$ cat config.mk
export PLATFORM = sky130hd
export DESIGN_NAME = segmented_mmu_translate_flat
export DESIGN_NICKNAME = d
export VERILOG_FILES = /design/src/rtl/smmu_pkg.sv /design/src/rtl/smmu_if.sv /design/src/rtl/smmu_ram.sv /design/src/rtl/segmented_mmu_translate.sv /design/src/flat_wrapper.sv
export SDC_FILE = /design/constraint.sdc
export NUM_CORES = 2
export LEC_CHECK = 0
export ABC_AREA = 1
export BUFFER_PORTS_ARGS = -buffer_cell sky130_fd_sc_hd__buf_2
export CAP_MARGIN = 20
export CORE_MARGIN = 8
export CORE_UTILIZATION = 35
export DETAILED_ROUTE_END_ITERATION = 10
export GPL_TIMING_DRIVEN = 0
export HOLD_SLACK_MARGIN = 0.15
export PLACE_DENSITY = 0.53
export REMOVE_ABC_BUFFERS = 1
export SYNTH_ARGS = -nofsm -noshare
export SYNTH_HDL_FRONTEND = slang
export SYNTH_SLANG_ARGS = --single-unit
$ cat constraint.sdc
create_clock -name i_clk -period 17 [get_ports i_clk]
set_input_delay 1.7 -clock i_clk [delete_from_list [all_inputs] [get_ports i_clk]]
set_output_delay 1.7 -clock i_clk [all_outputs]
set_load 0.05 [all_outputs]
$ cat src/rtl/smmu_pkg.sv
// Shared types and constants of the segmented address translation unit.
`timescale 1ns / 1ps

package smmu_pkg;

    // Table geometry
    localparam int unsigned PAGES_PER_MODE = 8;
    localparam int unsigned NUM_SPACES     = 2;
    localparam int unsigned NUM_MODES      = 4;
    localparam int unsigned WORD_W         = 16;
    localparam int unsigned TABLE_DEPTH    = NUM_SPACES * NUM_MODES * PAGES_PER_MODE;

    // Address fields
    localparam int unsigned VA_W    = 16;
    localparam int unsigned PA_W    = 19;
    localparam int unsigned DISP_W  = 6;
    localparam int unsigned BLOCK_W = 7;
    localparam int unsigned PAGE_W  = 3;
    localparam int unsigned BASE_W  = 12;
    localparam int unsigned SUM_W   = PA_W - DISP_W;

    // I/O page relocation with translation off
    localparam logic [VA_W-1:0] IO_PAGE_START  = 16'o170000;
    localparam logic [PA_W-1:0] IO_PAGE_OFFSET = 19'o600000;

    // Descriptor bits
    localparam int unsigned DESC_READ_BIT  = 1;
    localparam int unsigned DESC_WRITE_BIT = 2;
    localparam int unsigned DESC_DOWN_BIT  = 3;
    localparam int unsigned DESC_WRITTEN   = 6;
    localparam int unsigned DESC_LEN_LSB   = 8;

    // Configuration port
    localparam int unsigned APB_ADDR_W = 3;
    localparam int unsigned APB_DATA_W = 32;
    localparam logic        REG_MMU_ENABLE = 1'b0;
    localparam logic        REG_DS_ENABLE  = 1'b1;

    typedef enum logic [1:0] {
        OP_FETCH  = 2'd0,
        OP_DATA   = 2'd1,
        OP_REG_WR = 2'd2,
        OP_REG_RD = 2'd3
    } t_op;

    typedef enum logic [1:0] {
        MODE_KERNEL  = 2'd0,
        MODE_SUPER   = 2'd1,
        MODE_ILLEGAL = 2'd2,
        MODE_USER    = 2'd3
    } t_mode;

    typedef enum logic [2:0] {
        FAULT_NONE   = 3'd0,
        FAULT_RDONLY = 3'd1,
        FAULT_NOACC  = 3'd2,
        FAULT_LENGTH = 3'd3,
        FAULT_BUS    = 3'd4
    } t_fault;

endpackage

$ cat src/rtl/smmu_if.sv
// Request and response channel interfaces of the translation unit.
`timescale 1ns / 1ps

interface smmu_req_if;
    logic        valid;
    logic        ready;
    logic [1:0]  operation;
    logic [15:0] virtual_address;
    logic        is_write;
    logic [1:0]  access_mode;
    logic [15:0] current_pc;
    logic        reg_space;
    logic        reg_kind;
    logic [2:0]  reg_page;
    logic [15:0] write_data;

    modport source (
        output valid, operation, virtual_address, is_write, access_mode, current_pc,
               reg_space, reg_kind, reg_page, write_data,
        input  ready
    );
    modport sink (
        input  valid, operation, virtual_address, is_write, access_mode, current_pc,
               reg_space, reg_kind, reg_page, write_data,
        output ready
    );
endinterface

interface smmu_rsp_if;
    logic        valid;
    logic        ready;
    logic [18:0] physical_address;
    logic [15:0] read_data;
    logic [2:0]  fault;
    logic [2:0]  abort_page;
    logic [1:0]  abort_mode;
    logic [15:0] error_pc;

    modport source (
        output valid, physical_address, read_data, fault, abort_page, abort_mode, error_pc,
        input  ready
    );
    modport sink (
        input  valid, physical_address, read_data, fault, abort_page, abort_mode, error_pc,
        output ready
    );
endinterface

$ cat src/rtl/smmu_ram.sv
// Generic single-write, single-read synchronous RAM with registered read data.
`timescale 1ns / 1ps

module smmu_ram #(
    parameter int unsigned WIDTH = smmu_pkg::WORD_W,
    parameter int unsigned DEPTH = smmu_pkg::TABLE_DEPTH
) (
    input  logic                     i_clk,
    input  logic                     i_we,
    input  logic [$clog2(DEPTH)-1:0] i_waddr,
    input  logic [WIDTH-1:0]         i_wdata,
    input  logic                     i_re,
    input  logic [$clog2(DEPTH)-1:0] i_raddr,
    output logic [WIDTH-1:0]         o_rdata
);

    logic [WIDTH-1:0] r_mem [DEPTH];
    logic [WIDTH-1:0] r_rdata;

    // Write port
    always_ff @(posedge i_clk) begin
        if (i_we) begin
            r_mem[i_waddr] <= i_wdata;
        end
    end

    // Registered read port, holds its data when not enabled
    always_ff @(posedge i_clk) begin
        if (i_re) begin
            r_rdata <= r_mem[i_raddr];
        end
    end

    assign o_rdata = r_rdata;

endmodule

$ cat src/rtl/segmented_mmu_translate.sv
// Top level of the segmented address translation unit.
`timescale 1ns / 1ps

// Segmented address translation unit. Page address and page descriptor words for
// 2 spaces x 4 modes x PAGES_PER_MODE pages live in two synchronous RAMs. Each
// request (translate or page register access) is accepted in ST_IDLE, which issues
// the table read; ST_EXEC then checks permissions and length, writes back the
// descriptor (written bit or register write) and loads the response register.
// The response register lets the next request be accepted while a response waits;
// a full response register stalls ST_EXEC. A request is accepted only once the last
// has left ST_EXEC, for the read-modify-write of the table RAMs. After reset the
// tables read as zero through per-entry valid bits, so no clearing pass is needed.
// Configuration: byte address 0 is mmu_enable, 4 is data_space_enable; write only
// while the unit is idle.
module segmented_mmu_translate #(
    parameter int unsigned PAGES_PER_MODE = smmu_pkg::PAGES_PER_MODE
) (
    input  logic                              i_clk,
    input  logic                              i_rst_n,
    input  logic                              psel,
    input  logic                              penable,
    input  logic                              pwrite,
    input  logic [smmu_pkg::APB_ADDR_W-1:0]   paddr,
    input  logic [smmu_pkg::APB_DATA_W-1:0]   pwdata,
    output logic [smmu_pkg::APB_DATA_W-1:0]   prdata,
    output logic                              pready,
    smmu_req_if.sink                          i_req,
    smmu_rsp_if.source                        o_rsp
);

    localparam int unsigned ENTRIES = smmu_pkg::NUM_SPACES * smmu_pkg::NUM_MODES
                                      * PAGES_PER_MODE;
    localparam int unsigned IDX_W   = $clog2(ENTRIES);
    localparam int unsigned W       = smmu_pkg::WORD_W;

    typedef enum logic [1:0] {
        ST_IDLE = 2'b01,
        ST_EXEC = 2'b10
    } t_state;

    // Control and configuration
    t_state                   r_state, n_state;
    logic                     r_mmu_enable;
    logic [2:0]               r_ds_enable;
    logic [ENTRIES-1:0]       r_base_vld, n_base_vld;
    logic [ENTRIES-1:0]       r_desc_vld, n_desc_vld;

    // Captured request
    smmu_pkg::t_op            r_op;
    logic [smmu_pkg::VA_W-1:0] r_va;
    logic                     r_wr;
    logic [1:0]               r_mode;
    logic [15:0]              r_pc;
    logic                     r_rkind;
    logic [15:0]              r_wdata;
    logic [IDX_W-1:0]         r_idx;

    // Abort record
    logic [2:0]               r_abort_page, n_abort_page;
    logic [1:0]               r_abort_mode, n_abort_mode;
    logic [15:0]              r_error_pc, n_error_pc;

    // Response register
    logic                     r_out_valid, n_out_valid;
    logic [smmu_pkg::PA_W-1:0] r_out_pa, n_out_pa;
    logic [W-1:0]             r_out_rd, n_out_rd;
    smmu_pkg::t_fault         r_out_fault, n_out_fault;

    logic                     w_accept;
    logic                     w_exec_go;
    logic                     w_space;
    logic [2:0]               w_page;
    logic [IDX_W-1:0]         w_idx;
    logic [W-1:0]             w_base_rd, w_desc_rd;
    logic [W-1:0]             w_base_q, w_desc_q;
    logic                     w_base_we, w_desc_we;
    logic [W-1:0]             w_base_wdata, w_desc_wdata;
    logic [smmu_pkg::BLOCK_W-1:0] w_block, w_len;
    smmu_pkg::t_fault         w_kind;
    logic [smmu_pkg::SUM_W-1:0] w_sum;
    logic                     w_cfg_wr;

    // Configuration port
    assign pready   = 1'b1;
    assign w_cfg_wr = psel && penable && pwrite;

    always_ff @(posedge i_clk) begin
        if (!i_rst_n) begin
            r_mmu_enable <= 1'b0;
            r_ds_enable  <= 3'b000;
        end else if (w_cfg_wr) begin
            case (paddr[2])
                smmu_pkg::REG_MMU_ENABLE: r_mmu_enable <= pwdata[0];
                smmu_pkg::REG_DS_ENABLE:  r_ds_enable  <= pwdata[2:0];
                default: ;
            endcase
        end
    end

    always_comb begin
        prdata = '0;
        case (paddr[2])
            smmu_pkg::REG_MMU_ENABLE: prdata[0]   = r_mmu_enable;
            smmu_pkg::REG_DS_ENABLE:  prdata[2:0] = r_ds_enable;
            default: prdata = '0;
        endcase
    end

    // Accept one request at a time
    assign i_req.ready = (r_state == ST_IDLE);
    assign w_accept    = i_req.valid && (r_state == ST_IDLE);
    assign w_exec_go   = (r_state == ST_EXEC) && (!r_out_valid || o_rsp.ready);

    // Pick the table space for the incoming request
    always_comb begin
        w_space = 1'b0;
        if (i_req.operation == smmu_pkg::OP_REG_WR || i_req.operation == smmu_pkg::OP_REG_RD) begin
            w_space = i_req.reg_space;
        end else if (i_req.operation == smmu_pkg::OP_DATA) begin
            case (smmu_pkg::t_mode'(i_req.access_mode))
                smmu_pkg::MODE_ILLEGAL: w_space = 1'b1;
                smmu_pkg::MODE_USER:    w_space = r_ds_enable[0];
                smmu_pkg::MODE_SUPER:   w_space = r_ds_enable[1];
                smmu_pkg::MODE_KERNEL:  w_space = r_ds_enable[2];
                default:                w_space = 1'b0;
            endcase
        end
    end

    // Form the table index: space, mode, page
    always_comb begin
        if (i_req.operation == smmu_pkg::OP_REG_WR || i_req.operation == smmu_pkg::OP_REG_RD) begin
            w_page = i_req.reg_page;
        end else begin
            w_page = i_req.virtual_address[15:13];
        end
        w_idx = IDX_W'(32'(w_space) * smmu_pkg::NUM_MODES * PAGES_PER_MODE
                       + 32'(i_req.access_mode) * PAGES_PER_MODE
                       + 32'(w_page) % PAGES_PER_MODE);
    end

    // Capture the request at accept
    always_ff @(posedge i_clk) begin
        if (w_accept) begin
            r_op    <= smmu_pkg::t_op'(i_req.operation);
            r_va    <= i_req.virtual_address;
            r_wr    <= i_req.is_write;
            r_mode  <= i_req.access_mode;
            r_pc    <= i_req.current_pc;
            r_rkind <= i_req.reg_kind;
            r_wdata <= i_req.write_data;
            r_idx   <= w_idx;
        end
    end

    // Page tables
    smmu_ram #(.WIDTH(W), .DEPTH(ENTRIES)) u_base_ram (
        .i_clk   (i_clk),
        .i_we    (w_base_we),
        .i_waddr (r_idx),
        .i_wdata (w_base_wdata),
        .i_re    (w_accept),
        .i_raddr (w_idx),
        .o_rdata (w_base_rd)
    );

    smmu_ram #(.WIDTH(W), .DEPTH(ENTRIES)) u_desc_ram (
        .i_clk   (i_clk),
        .i_we    (w_desc_we),
        .i_waddr (r_idx),
        .i_wdata (w_desc_wdata),
        .i_re    (w_accept),
        .i_raddr (w_idx),
        .o_rdata (w_desc_rd)
    );

    // Entries never written read as zero
    assign w_base_q = r_base_vld[r_idx] ? w_base_rd : '0;
    assign w_desc_q = r_desc_vld[r_idx] ? w_desc_rd : '0;

    // Permission and length checks, in priority order
    assign w_block = r_va[smmu_pkg::DISP_W +: smmu_pkg::BLOCK_W];
    assign w_len   = w_desc_q[smmu_pkg::DESC_LEN_LSB +: smmu_pkg::BLOCK_W];
    assign w_sum   = smmu_pkg::SUM_W'(w_block)
                   + smmu_pkg::SUM_W'(w_base_q[smmu_pkg::BASE_W-1:0]);

    always_comb begin
        w_kind = smmu_pkg::FAULT_NONE;
        if (r_wr && !(w_desc_q[smmu_pkg::DESC_READ_BIT] && w_desc_q[smmu_pkg::DESC_WRITE_BIT])) begin
            w_kind = smmu_pkg::FAULT_RDONLY;
        end else if (!w_desc_q[smmu_pkg::DESC_READ_BIT]) begin
            w_kind = smmu_pkg::FAULT_NOACC;
        end else if (w_desc_q[smmu_pkg::DESC_DOWN_BIT] ? (w_block < w_len) : (w_block > w_len)) begin
            w_kind = smmu_pkg::FAULT_LENGTH;
        end
    end

    // Execute: build the response, update tables and abort record
    always_comb begin
        n_state      = r_state;
        n_out_valid  = r_out_valid;
        n_out_pa     = r_out_pa;
        n_out_rd     = r_out_rd;
        n_out_fault  = r_out_fault;
        n_abort_page = r_abort_page;
        n_abort_mode = r_abort_mode;
        n_error_pc   = r_error_pc;
        n_base_vld   = r_base_vld;
        n_desc_vld   = r_desc_vld;
        w_base_we    = 1'b0;
        w_desc_we    = 1'b0;
        w_base_wdata = r_wdata;
        w_desc_wdata = w_desc_q;

        // Drop the response once taken
        if (r_out_valid && o_rsp.ready) begin
            n_out_valid = 1'b0;
        end

        case (r_state)
            ST_IDLE: begin
                if (w_accept) begin
                    n_state = ST_EXEC;
                end
            end
            ST_EXEC: begin
                if (w_exec_go) begin
                    n_state     = ST_IDLE;
                    n_out_valid = 1'b1;
                    n_out_pa    = '0;
                    n_out_rd    = '0;
                    n_out_fault = smmu_pkg::FAULT_NONE;
                    case (r_op)
                        smmu_pkg::OP_FETCH, smmu_pkg::OP_DATA: begin
                            if (!r_mmu_enable) begin
                                if (r_va >= smmu_pkg::IO_PAGE_START) begin
                                    n_out_pa = smmu_pkg::PA_W'(r_va) + smmu_pkg::IO_PAGE_OFFSET;
                                end else begin
                                    n_out_pa = smmu_pkg::PA_W'(r_va);
                                end
                            end else if (w_kind != smmu_pkg::FAULT_NONE) begin
                                n_out_fault  = w_kind;
                                n_abort_page = r_va[15:13];
                                n_abort_mode = r_mode;
                                n_error_pc   = r_pc;
                            end else begin
                                n_out_pa = {w_sum, r_va[smmu_pkg::DISP_W-1:0]};
                                if (r_wr) begin
                                    w_desc_we = 1'b1;
                                    w_desc_wdata = w_desc_q;
                                    w_desc_wdata[smmu_pkg::DESC_WRITTEN] = 1'b1;
                                    n_desc_vld[r_idx] = 1'b1;
                                end
                            end
                        end
                        smmu_pkg::OP_REG_WR: begin
                            if (r_mode == smmu_pkg::MODE_ILLEGAL) begin
                                n_out_fault = smmu_pkg::FAULT_BUS;
                            end else begin
                                // Either word written clears the written bit
                                w_desc_we = 1'b1;
                                n_desc_vld[r_idx] = 1'b1;
                                w_desc_wdata = r_rkind ? r_wdata : w_desc_q;
                                w_desc_wdata[smmu_pkg::DESC_WRITTEN] = 1'b0;
                                if (!r_rkind) begin
                                    w_base_we = 1'b1;
                                    n_base_vld[r_idx] = 1'b1;
                                end
                            end
                        end
                        smmu_pkg::OP_REG_RD: begin
                            if (r_mode == smmu_pkg::MODE_ILLEGAL) begin
                                n_out_fault = smmu_pkg::FAULT_BUS;
                            end else begin
                                n_out_rd = r_rkind ? w_desc_q : w_base_q;
                            end
                        end
                        default: ;
                    endcase
                end
            end
            default: n_state = ST_IDLE;
        endcase
    end

    // Control registers
    always_ff @(posedge i_clk) begin
        if (!i_rst_n) begin
            r_state      <= ST_IDLE;
            r_out_valid  <= 1'b0;
            r_base_vld   <= '0;
            r_desc_vld   <= '0;
            r_abort_page <= '0;
            r_abort_mode <= '0;
            r_error_pc   <= '0;
        end else begin
            r_state      <= n_state;
            r_out_valid  <= n_out_valid;
            r_base_vld   <= n_base_vld;
            r_desc_vld   <= n_desc_vld;
            r_abort_page <= n_abort_page;
            r_abort_mode <= n_abort_mode;
            r_error_pc   <= n_error_pc;
        end
    end

    // Response payload
    always_ff @(posedge i_clk) begin
        r_out_pa    <= n_out_pa;
        r_out_rd    <= n_out_rd;
        r_out_fault <= n_out_fault;
    end

    assign o_rsp.valid            = r_out_valid;
    assign o_rsp.physical_address = r_out_pa;
    assign o_rsp.read_data        = r_out_rd;
    assign o_rsp.fault            = r_out_fault;
    assign o_rsp.abort_page       = r_abort_page;
    assign o_rsp.abort_mode       = r_abort_mode;
    assign o_rsp.error_pc         = r_error_pc;

endmodule
$ cat src/flat_wrapper.sv
// flat-port wrapper written by rule: the top's interface ports become plain ports
module segmented_mmu_translate_flat 
#(
    parameter int unsigned PAGES_PER_MODE = smmu_pkg::PAGES_PER_MODE
)
  (i_clk, i_rst_n, psel, penable, pwrite, paddr, pwdata, prdata, pready, i_req_valid, i_req_operation, i_req_virtual_address, i_req_is_write, i_req_access_mode, i_req_current_pc, i_req_reg_space, i_req_reg_kind, i_req_reg_page, i_req_write_data, i_req_ready, o_rsp_valid, o_rsp_physical_address, o_rsp_read_data, o_rsp_fault, o_rsp_abort_page, o_rsp_abort_mode, o_rsp_error_pc, o_rsp_ready);
  smmu_req_if i_req_i ();
  smmu_rsp_if o_rsp_i ();
  input  logic i_clk;
  input  logic i_rst_n;
  input  logic psel;
  input  logic penable;
  input  logic pwrite;
  input  logic [smmu_pkg::APB_ADDR_W-1:0] paddr;
  input  logic [smmu_pkg::APB_DATA_W-1:0] pwdata;
  output logic [smmu_pkg::APB_DATA_W-1:0] prdata;
  output logic pready;
  input wire logic [$bits(i_req_i.valid)-1:0] i_req_valid;
  input wire logic [$bits(i_req_i.operation)-1:0] i_req_operation;
  input wire logic [$bits(i_req_i.virtual_address)-1:0] i_req_virtual_address;
  input wire logic [$bits(i_req_i.is_write)-1:0] i_req_is_write;
  input wire logic [$bits(i_req_i.access_mode)-1:0] i_req_access_mode;
  input wire logic [$bits(i_req_i.current_pc)-1:0] i_req_current_pc;
  input wire logic [$bits(i_req_i.reg_space)-1:0] i_req_reg_space;
  input wire logic [$bits(i_req_i.reg_kind)-1:0] i_req_reg_kind;
  input wire logic [$bits(i_req_i.reg_page)-1:0] i_req_reg_page;
  input wire logic [$bits(i_req_i.write_data)-1:0] i_req_write_data;
  output wire logic [$bits(i_req_i.ready)-1:0] i_req_ready;
  output wire logic [$bits(o_rsp_i.valid)-1:0] o_rsp_valid;
  output wire logic [$bits(o_rsp_i.physical_address)-1:0] o_rsp_physical_address;
  output wire logic [$bits(o_rsp_i.read_data)-1:0] o_rsp_read_data;
  output wire logic [$bits(o_rsp_i.fault)-1:0] o_rsp_fault;
  output wire logic [$bits(o_rsp_i.abort_page)-1:0] o_rsp_abort_page;
  output wire logic [$bits(o_rsp_i.abort_mode)-1:0] o_rsp_abort_mode;
  output wire logic [$bits(o_rsp_i.error_pc)-1:0] o_rsp_error_pc;
  input wire logic [$bits(o_rsp_i.ready)-1:0] o_rsp_ready;
  assign i_req_i.valid = i_req_valid;
  assign i_req_i.operation = i_req_operation;
  assign i_req_i.virtual_address = i_req_virtual_address;
  assign i_req_i.is_write = i_req_is_write;
  assign i_req_i.access_mode = i_req_access_mode;
  assign i_req_i.current_pc = i_req_current_pc;
  assign i_req_i.reg_space = i_req_reg_space;
  assign i_req_i.reg_kind = i_req_reg_kind;
  assign i_req_i.reg_page = i_req_reg_page;
  assign i_req_i.write_data = i_req_write_data;
  assign i_req_ready = i_req_i.ready;
  assign o_rsp_valid = o_rsp_i.valid;
  assign o_rsp_physical_address = o_rsp_i.physical_address;
  assign o_rsp_read_data = o_rsp_i.read_data;
  assign o_rsp_fault = o_rsp_i.fault;
  assign o_rsp_abort_page = o_rsp_i.abort_page;
  assign o_rsp_abort_mode = o_rsp_i.abort_mode;
  assign o_rsp_error_pc = o_rsp_i.error_pc;
  assign o_rsp_i.ready = o_rsp_ready;
  segmented_mmu_translate #(.PAGES_PER_MODE(PAGES_PER_MODE)) u_core (.i_clk(i_clk), .i_rst_n(i_rst_n), .psel(psel), .penable(penable), .pwrite(pwrite), .paddr(paddr), .pwdata(pwdata), .prdata(prdata), .pready(pready), .i_req(i_req_i), .o_rsp(o_rsp_i));
endmodule
==> impl_metrics.toml <==
[logic_synthesis]
synthFlopType = "edfxtp_1"
synth_seq_cells = 2332
synth_area_sq_mm = 0.09223
synth-edff-count = 2176
ys_types = 48
synth_warnings = 0
syn_area_per_cell_sq_um = 12.52
synthArstFlopShare = 0
syn_inst = 7366
synth-seq-area-share = 0.7423
synth_area_leader_cell = "edfxtp_1"
synthTopCellsByArea = "edfxtp_1 71%, o21ai_0 7.1%, nor2_1 6.1%"
netlist.area_leader.share = 0.7085

[floorplanning]
core_area_sq_mm = 0.2623
initial_utilization = 0.3517
die-area_sq_mm = 0.2802
die_x_um = 529.3
fp-row-count = 188
die_h_um = 529.3
io_pins = 194

[hold_path]
hold_class = "reg -> reg"

[critical_path]
worstPathRequired_ns = 17.52
arrival_ns = 7.37
crit_type = "reg -> reg"
cp-end-kind = "flip-flop"
cp_max_fo = 50
cp-start-kind = "flip-flop"

[global_route]
grt_pass1_wl_um = 389100
grt_max_degree = 151
grt_pass1_vias = 57570
overflow = 0
antenna_found_initial = 11
grt.total_usage = 0.1836

[clock_tree]
cts_resized = 0
cts_max_level = 4
clock_path_buffers = 3
holdBufCountCts = 0
clk_latency_ns = 0.85
cts.sinks = 2332
clk_pin_slew_worst_paths_ns = 0.06
cts_tree = "done"
post-cts-setup-buffer-count = 0
cts_made_buffers = 226
cts_root_buffer = "clkbuf_16"

[timing]
worst_pin_slew_ns = 1.145
fin_crit_ns = 6.850
maxSlewHeadroom = 0.2345
max_freq_mhz = 146.0
slew_viol_final = 0
skew_ns = 0.04393
holdWs_ns = 0.4268
grt_setup_unrepaired = "false"
fin_crit_sh = 0.4029
hold_viol = 0
fin_ws_ns = 10.15
setup_viol = 0

[detailed_routing]
route.detailed.wl_per_inst_um = 23.57
routed_via_density = 5.306
ant_nets = 0
drt_iter0_markers = 6239
num_vias = 60470
drt_first_pass_iters = 6
routed_wl_um = 268600
drc = 0

[cells_and_area]
area_delta_synth_final_pct = 17.21
fillers = 24340
drive_gt1_frac = 0.1032
finalNonFillerCells = 11400
layout.nets = 7800

[placement]
dp_cells = 10970
place_ws_ns = 9.875
hpwl_um = 162700
place_congestion = 0.7826
port_buffers = 132

[job]
cap_violations = 0

[run_status]
status = "finished, final reports clean"

[pwr]
cellPowerDensity_mw_per_mm2 = 114.2
leakage_nw = 36.27
ir_worst_vdd_mv = 0.1006
registers in the layout (all words and copies together) (netlist names), 19 cells and up:
signal,count
u_core.u_base_ram.r_mem,1024
u_core.u_desc_ram.r_mem,1024
u_core.r_base_vld,64
u_core.r_desc_vld,64
u_core.o_rsp.physical_address,19
stage by stage:
| stage | util | area (sq um) | setup TNS [ns] | total power [mW] |
|---|---|---|---|---|
| after floorplan | - | 90970 | -444.71 | 7.126 |
| final | 0.4122 | 108100 | 0 | 12.34 |
| after detailed placement | 0.3848 | 100900 | 0 | 7.558 |
| after global routing | 0.4121 | 108100 | 0 | 12.73 |
| after global placement | 0.3661 | 96030 | -2148.32 | 7.601 |
| after CTS | 0.4121 | 108100 | 0 | 12.43 |
metal layers:
metal  GRT usage  part of all wire  vias to the layer above  wire length (um)
met1      0.2506              0.43                    30570            114800
met2      0.3028              0.48                     2047            128000
met5           0                 0                        -                 0
met4     0.06200             0.036                        0              9794
li1            -                 -                    27400                 -
met3     0.02512             0.060                      454             16000
area by class of cell:
cell class | instances | area (sq um) | area share
multi-input cells | 4510 | 22120 | 0.2046
well taps | 3515 | 4398 | 0.04068
clock inverters | 129 | 1106 | 0.01023
inverters | 257 | 1002 | 0.009271
diodes | 6 | 15.01 | 0.0001389
repair buffers | 358 | 4943 | 0.04573
flip-flops and latches | 2332 | 68470 | 0.6333
clock buffers | 290 | 6050 | 0.05596
worst max-delay path, stage by stage (launching register included):
cell	delay, ns
edfxtp_1	0.69
buf_16	0.30
inv_4	0.44
nand2_1	0.12
nand3_1	0.10
nand2_1	0.06
o21ai_1	0.24
nand2_1	0.08
nor2_1	0.13
nand2_2	0.29
nand2_1	0.34
ha_1	0.32
a21oi_1	0.16
a21oi_1	0.08
inv_1	0.06
o211a_1	0.18
nor2_1	0.06
nand2_1	0.14
nand3_2	0.11
o21bai_4	0.66
nand3_2	0.61
nor3_2	0.82
buf_6	0.28
buf_6	0.17
placed cells by master, fill, tap and decap left out, types with 11 or more instances in the layout:
master	Yosys	final
buf_12	0	65
nand4_2	20	20
o21ai_1	18	17
bufinv_16	0	16
dfxtp_1	156	156
o221ai_1	156	156
edfxtp_1	2176	2176
nor2_1	1507	1487
clkbuf_16	0	229
nor2_4	2	17
o21ai_4	0	11
inv_1	247	239
buf_2	39	130
o21ai_0	1307	1298
buf_8	2	13
clkinv_1	2	50
nor3_2	0	46
nand4_1	34	34
buf_6	7	77
nand3_1	128	128
clkbuf_1	442	52
o22ai_1	485	485
nand2_1	364	364
a21oi_1	85	78
clkinv_2	0	46
buf_16	0	69
conb_1	2	286
ha_1	14	14
cell usage after synthesis (4+ instances only):
master,count
o21a_1,11
buf_1,26
inv_2,7
buf_2,39
nand3_1,128
or2_2,4
clkbuf_1,442
o221ai_1,156
buf_6,7
edfxtp_1,2176
nor3_1,53
a21oi_1,85
a211oi_1,7
inv_1,247
ha_1,14
nand4_2,20
buf_4,35
o22ai_1,485
nand4_1,34
dfxtp_1,156
nor2_1,1507
nand2_1,364
o21ai_0,1307
o21ai_1,18
logic make-up (layout without fill, tap and decap cells):
group,after synthesis,in the layout,synth area share
adders and majority gates,15,15,0.002116
AOI/OAI and AO/OA,2080,2080,0.1268
xor gates and xnor gates,6,6,0.0005699
DFF,2332,2332,0.7423
buffers and inverters,808,1034,0.03568
other,2,292,0.00008143
and+or+nand+nor,2123,2123,0.09240
where the power goes:
part           internal [mW]  switching, mW
clock network           2.74           2.16
registers               6.38         0.0318
logic                  0.277          0.745
total                   9.41           2.94
path summary, 6_finish.rpt:
path	start	end	slack (ns)	cells after the start
setup / recovery	u_core.r_idx[0]$_DFFE_PP_	u_core.u_desc_ram.r_mem[52][1]$_DFFE_PP_	10.15	23
hold / removal	u_core.r_desc_vld[52]$_SDFFE_PN0P_	u_core.r_desc_vld[52]$_SDFFE_PN0P_	0.43	2
setup reg to reg	u_core.r_idx[0]$_DFFE_PP_	u_core.u_desc_ram.r_mem[52][1]$_DFFE_PP_	10.15	23
hold reg to reg	u_core.r_desc_vld[52]$_SDFFE_PN0P_	u_core.r_desc_vld[52]$_SDFFE_PN0P_	0.43	2
No activity file was read; power rests on OpenSTA's default activity.
